**src/rtl/des_pkg.sv**
```systemverilog
// ----------------------------------------------------------------------------
// DES package
// Permutation tables, S-boxes and helper functions shared by the DES modules.
// ----------------------------------------------------------------------------
package des_pkg;

  localparam int unsigned BlockW = 64;
  localparam int unsigned HalfW  = 32;
  localparam int unsigned RkeyW  = 48;
  localparam int unsigned NumRounds = 16;

  typedef logic [BlockW-1:0] block_t;
  typedef logic [HalfW-1:0]  half_t;
  typedef logic [RkeyW-1:0]  rkey_t;

  typedef enum logic {
    REQ_ENCRYPT = 1'b0,
    REQ_DECRYPT = 1'b1
  } req_t;

  localparam logic [7:0] IP_TAB [64] = '{
    58,50,42,34,26,18,10,2, 60,52,44,36,28,20,12,4,
    62,54,46,38,30,22,14,6, 64,56,48,40,32,24,16,8,
    57,49,41,33,25,17,9,1,  59,51,43,35,27,19,11,3,
    61,53,45,37,29,21,13,5, 63,55,47,39,31,23,15,7};

  localparam logic [7:0] FP_TAB [64] = '{
    40,8,48,16,56,24,64,32, 39,7,47,15,55,23,63,31,
    38,6,46,14,54,22,62,30, 37,5,45,13,53,21,61,29,
    36,4,44,12,52,20,60,28, 35,3,43,11,51,19,59,27,
    34,2,42,10,50,18,58,26, 33,1,41,9,49,17,57,25};

  localparam logic [7:0] E_TAB [48] = '{
    32,1,2,3,4,5, 4,5,6,7,8,9, 8,9,10,11,12,13, 12,13,14,15,16,17,
    16,17,18,19,20,21, 20,21,22,23,24,25, 24,25,26,27,28,29, 28,29,30,31,32,1};

  localparam logic [7:0] P_TAB [32] = '{
    16,7,20,21,29,12,28,17, 1,15,23,26,5,18,31,10,
    2,8,24,14,32,27,3,9,    19,13,30,6,22,11,4,25};

  localparam logic [7:0] PC1_TAB [56] = '{
    57,49,41,33,25,17,9,  1,58,50,42,34,26,18,
    10,2,59,51,43,35,27,  19,11,3,60,52,44,36,
    63,55,47,39,31,23,15, 7,62,54,46,38,30,22,
    14,6,61,53,45,37,29,  21,13,5,28,20,12,4};

  localparam logic [7:0] PC2_TAB [48] = '{
    14,17,11,24,1,5,  3,28,15,6,21,10,  23,19,12,4,26,8,  16,7,27,20,13,2,
    41,52,31,37,47,55, 30,40,51,45,33,48, 44,49,39,56,34,53, 46,42,50,36,29,32};

  localparam logic [1:0] SHIFT_TAB [16] = '{1,1,2,2,2,2,2,2,1,2,2,2,2,2,2,1};

  localparam logic [3:0] SBOX [8][64] = '{
    '{14,4,13,1,2,15,11,8,3,10,6,12,5,9,0,7,
      0,15,7,4,14,2,13,1,10,6,12,11,9,5,3,8,
      4,1,14,8,13,6,2,11,15,12,9,7,3,10,5,0,
      15,12,8,2,4,9,1,7,5,11,3,14,10,0,6,13},
    '{15,1,8,14,6,11,3,4,9,7,2,13,12,0,5,10,
      3,13,4,7,15,2,8,14,12,0,1,10,6,9,11,5,
      0,14,7,11,10,4,13,1,5,8,12,6,9,3,2,15,
      13,8,10,1,3,15,4,2,11,6,7,12,0,5,14,9},
    '{10,0,9,14,6,3,15,5,1,13,12,7,11,4,2,8,
      13,7,0,9,3,4,6,10,2,8,5,14,12,11,15,1,
      13,6,4,9,8,15,3,0,11,1,2,12,5,10,14,7,
      1,10,13,0,6,9,8,7,4,15,14,3,11,5,2,12},
    '{7,13,14,3,0,6,9,10,1,2,8,5,11,12,4,15,
      13,8,11,5,6,15,0,3,4,7,2,12,1,10,14,9,
      10,6,9,0,12,11,7,13,15,1,3,14,5,2,8,4,
      3,15,0,6,10,1,13,8,9,4,5,11,12,7,2,14},
    '{2,12,4,1,7,10,11,6,8,5,3,15,13,0,14,9,
      14,11,2,12,4,7,13,1,5,0,15,10,3,9,8,6,
      4,2,1,11,10,13,7,8,15,9,12,5,6,3,0,14,
      11,8,12,7,1,14,2,13,6,15,0,9,10,4,5,3},
    '{12,1,10,15,9,2,6,8,0,13,3,4,14,7,5,11,
      10,15,4,2,7,12,9,5,6,1,13,14,0,11,3,8,
      9,14,15,5,2,8,12,3,7,0,4,10,1,13,11,6,
      4,3,2,12,9,5,15,10,11,14,1,7,6,0,8,13},
    '{4,11,2,14,15,0,8,13,3,12,9,7,5,10,6,1,
      13,0,11,7,4,9,1,10,14,3,5,12,2,15,8,6,
      1,4,11,13,12,3,7,14,10,15,6,8,0,5,9,2,
      6,11,13,8,1,4,10,7,9,5,0,15,14,2,3,12},
    '{13,2,8,4,6,15,11,1,10,9,3,14,5,0,12,7,
      1,15,13,8,10,3,7,4,12,5,6,11,0,14,9,2,
      7,11,4,1,9,12,14,2,0,6,10,13,15,3,5,8,
      2,1,14,7,4,10,8,13,15,12,9,0,3,5,6,11}};

  function automatic block_t init_perm(input block_t v);
    block_t r;
    for (int i = 0; i < 64; i++) r[63-i] = v[64 - int'(IP_TAB[i])];
    return r;
  endfunction

  function automatic block_t final_perm(input block_t v);
    block_t r;
    for (int i = 0; i < 64; i++) r[63-i] = v[64 - int'(FP_TAB[i])];
    return r;
  endfunction

  function automatic logic [55:0] pc1(input block_t v);
    logic [55:0] r;
    for (int i = 0; i < 56; i++) r[55-i] = v[64 - int'(PC1_TAB[i])];
    return r;
  endfunction

  function automatic rkey_t pc2(input logic [55:0] v);
    rkey_t r;
    for (int i = 0; i < 48; i++) r[47-i] = v[56 - int'(PC2_TAB[i])];
    return r;
  endfunction

  function automatic logic [27:0] rot28(input logic [27:0] x, input logic [1:0] n);
    logic [27:0] r;
    r = (n == 2'd2) ? {x[25:0], x[27:26]} : {x[26:0], x[27]};
    return r;
  endfunction

  // Feistel function: expansion, key mix, S-boxes, P permutation.
  function automatic half_t feistel(input half_t r, input rkey_t k);
    rkey_t e;
    half_t s;
    half_t p;
    logic [5:0] six;
    for (int i = 0; i < 48; i++) e[47-i] = r[32 - int'(E_TAB[i])];
    e = e ^ k;
    for (int i = 0; i < 8; i++) begin
      six = e[47-6*i -: 6];
      s[31-4*i -: 4] = SBOX[i][{six[5], six[0], six[4:1]}];
    end
    for (int i = 0; i < 32; i++) p[31-i] = s[32 - int'(P_TAB[i])];
    return p;
  endfunction

endpackage

```
**src/rtl/des_key_sched.sv**
```systemverilog
// ----------------------------------------------------------------------------
// DES key schedule
// Registers the sixteen round keys derived from the key register.
// ----------------------------------------------------------------------------
module des_key_sched (
  input  logic                  clk,
  input  logic [63:0]           cipher_key,
  output des_pkg::rkey_t        rkeys [des_pkg::NumRounds]
);
  import des_pkg::*;

  // The key must only change while the block is idle (the block does not enforce
  // this), so the schedule is flattened and registered once; the register cuts it from the datapath.
  rkey_t       rkeys_r   [NumRounds];
  rkey_t       rkeys_nxt [NumRounds];
  logic [27:0] c [NumRounds+1];
  logic [27:0] d [NumRounds+1];

  always_comb begin
    {c[0], d[0]} = pc1(cipher_key);
    for (int j = 0; j < NumRounds; j++) begin
      c[j+1] = rot28(c[j], SHIFT_TAB[j]);
      d[j+1] = rot28(d[j], SHIFT_TAB[j]);
      rkeys_nxt[j] = pc2({c[j+1], d[j+1]});
    end
  end

  always_ff @(posedge clk) begin
    rkeys_r <= rkeys_nxt;
  end

  assign rkeys = rkeys_r;

endmodule

```
**config.mk**
```make
export PLATFORM = sky130hd
export DESIGN_NAME = des_key_sched
export DESIGN_NICKNAME = d
export VERILOG_FILES = /design/src/rtl/des_pkg.sv /design/src/rtl/des_key_sched.sv
export SDC_FILE = /design/constraint.sdc
export NUM_CORES = 1
export LEC_CHECK = 0
export ABC_AREA = 1
export BUFFER_PORTS_ARGS = -buffer_cell sky130_fd_sc_hd__buf_2
export CAP_MARGIN = 20
export CORE_AREA = 2 2 329 331
export DETAILED_ROUTE_END_ITERATION = 12
export DIE_AREA = 0 0 331 333
export PLACE_DENSITY = 0.32
export SETUP_SLACK_MARGIN = 0.15
export SLEW_MARGIN = 20
export SYNTH_ARGS = -nofsm -noshare
export SYNTH_HDL_FRONTEND = slang
export SYNTH_SLANG_ARGS = --single-unit
```
**constraint.sdc**
```tcl
create_clock -name clk -period 1.1 [get_ports clk]
set_input_delay 0.165 -clock clk [delete_from_list [all_inputs] [get_ports clk]]
set_output_delay 0.165 -clock clk [all_outputs]
set_load 0.05 [all_outputs]
```
# Word-level counts from Yosys, hierarchy flattened
# Cells that the tools add are included.
dict set report word_totals {
  regBits 768
  input_bits 65
  elab_cells 16
}

# Longest topological paths before layout
dict set report depth {
  ltp_word 0
  mapped_depth 1
  ltp_nobuf 0
}

# Worst setup path after synthesis
# OpenSTA, ideal clock, no wires.
dict set report synth_timing {
  path_type {reg2out}
  start {reg rkeys[21] (netlist name)}
  end {out rkeys[103] (netlist bit)}
  t_arrival_ns 1.141
  setup_slack_ns -0.206
  path_stages_with_launch 2
  cell_sequence {dfxtp_1 buf_4}
}
# element line_no
set synth_rtl {}
lappend synth_rtl {{end: declaration} des_key_sched.sv:8} ;# output des_pkg::rkey_t rkeys [des_pkg::NumRounds]

==> qor.yml <==
powerDensity_nw_per_um2: 957
multi_input_area_um2: 0
grt_pass1_vias: 4353
leakagePower_nw: 7.17
ys_seq_elements: 56
vias: 4825
ys_seq_area_share_pct: 17.3
cts_tree: "yes"
whs_ns: 0.421
nets: 1106
violations: "negative setup slack"
cts_buffers: 5
clockRootBuffer: "clkbuf_16"
status: "finished with violations"
io_buffers: 824
die_area_um2: 110000
yosysWarnings: 0
drt_first_pass_iters: 4
fin_ws_ns: -0.182
overflow: 0
initial_utilization_pct: 6.07
grt_pass1_wl_um: 34900
post-route-util_pct: 15.2
worst_slew_pin_slew_ns: 0.256
die_h_um: 333
grt_max_degree: 17
worstHoldPathCells: 2
ant_nets: 0
h-tree-depth: 2
antenna_cells: 0
synth_top_area_share_pct: 82.7
drive_above_1_share_pct: 94.4
setup_tns_ns: -91.54
finalNonFillerCells: 2445
slew_viol_final: 0
critPathLaunchType: "register"
final_common_cell: "buf_8"
ff_latch_area_um2: 1330
required_ns: 0.94
timing.slew.headroom_pct: 83.0
cts_buffer_depth: 2
layout_common_cells: "268 x buf_8, 267 x buf_12, 136 x buf_2, 127 x buf_4, 118 x buf_6"
die_w_um: 331
hold_path.class: "primary input to register"
io_pins: 833
endpoint_kind: "output port"
synth.largest_area_cell: "buf_4"
dp_cells: 2283
synth_area_um2: 6470
arrival_ns: 1.12
path_max_fanout: 7
rsz0062_at_grt: "yes"
hold_violations: 0
vdd_drop_max_uv: 565
wl_um: 31100
track_usage_pct: 4.64
gp_congestion: 0.595
finalCriticalPeriod_ns: 1.28
synthTopCellsByArea: "buf_4 83%, dfxtp_1 17%"
synthToLayoutAreaGrowth_pct: 150
antenna_found_initial: 1
remaining_drc_errors: 0
fmax_mhz: 780
ys_types: 2
syn_inst: 768
multi_input_gates: 0
largest_reg_flops: 56
crit_type: "register to output port"
syn_area_per_cell_um2: 8.42
core_area_um2: 107000
post-route-period-util_pct: 117
first_iter_violations: 47
synth_nets: 833
finalPower_w: 0.0155
clkSinkCount: 56
via_per_inst: 1.97
finalSetupViolations: 768
clk_pin_slew_ns: 0.11
fill_cells: 11692
rows: 120
routedWlPerCell_um: 12.7
drv_cap: 0
[where the power goes]
group | total, W | internal [W] | leakage [nW] | switching [W]
sequential | 0.00231 | 0.00208 | 0.492 | 0.000223
clock | 0.00202 | 0.000855 | 0.0645 | 0.00117
combinational | 0.0111 | 0.00428 | 6.62 | 0.00686
total | 0.0155 | 0.00722 | 7.17 | 0.00825
[metal layers]
metal  vias up  global-route usage [%]  routed length [µm]
met1      2219                    5.13               11600
met4         2                    1.27                 507
met3        18                    1.73                3170
li1       2166                       -                   -
met2       420                    8.25               15800
met5         -                       0                  10
[cell usage after synthesis]
cell type / instances
buf_4: 712
dfxtp_1: 56
[layout make-up]
type | count | share of cell area, %
clock inverter | 2 | 0.0697
tap | 1403 | 10.9
sequential | 56 | 8.24
timing repair buffer | 978 | 80.0
clock buffer | 6 | 0.797
[path summary, 6_finish.rpt]
kind / start / endpoint / slack, ns
max: rkeys[9] / rkeys[549] / -0.18
min: cipher_key[2] / rkeys[20] / 0.42
[timing repair]
action / 4_1_cts / 5_1_grt
hold buffers: 56 / 0
endpoints found under the setup margin: 768 / 768
resized for setup: 1448 / 752
buffers inserted: 86 / 12
endpoints found under the hold margin: 56 / 0
[kinds of logic after synthesis]
family   after synthesis  share of synthesized area, %
flops                 56                          17.3
buf+inv              712                          82.7
[worst max-delay path, cell delays in order, from the launching register on]
cell     delay, ns
dfxtp_4       0.38
buf_12        0.12
buf_2         0.26
[per-stage QoR]
step | area [µm²] | setup slack (ns)
CTS | 13700 | -0.227
global route | 16200 | -0.257
global placement | 7240 | 0.0858
floorplan | 6680 | 0.211
finish | 16200 | -0.182
detailed placement | 7240 | 0.0732
Power figures use the tool's default switching activity.
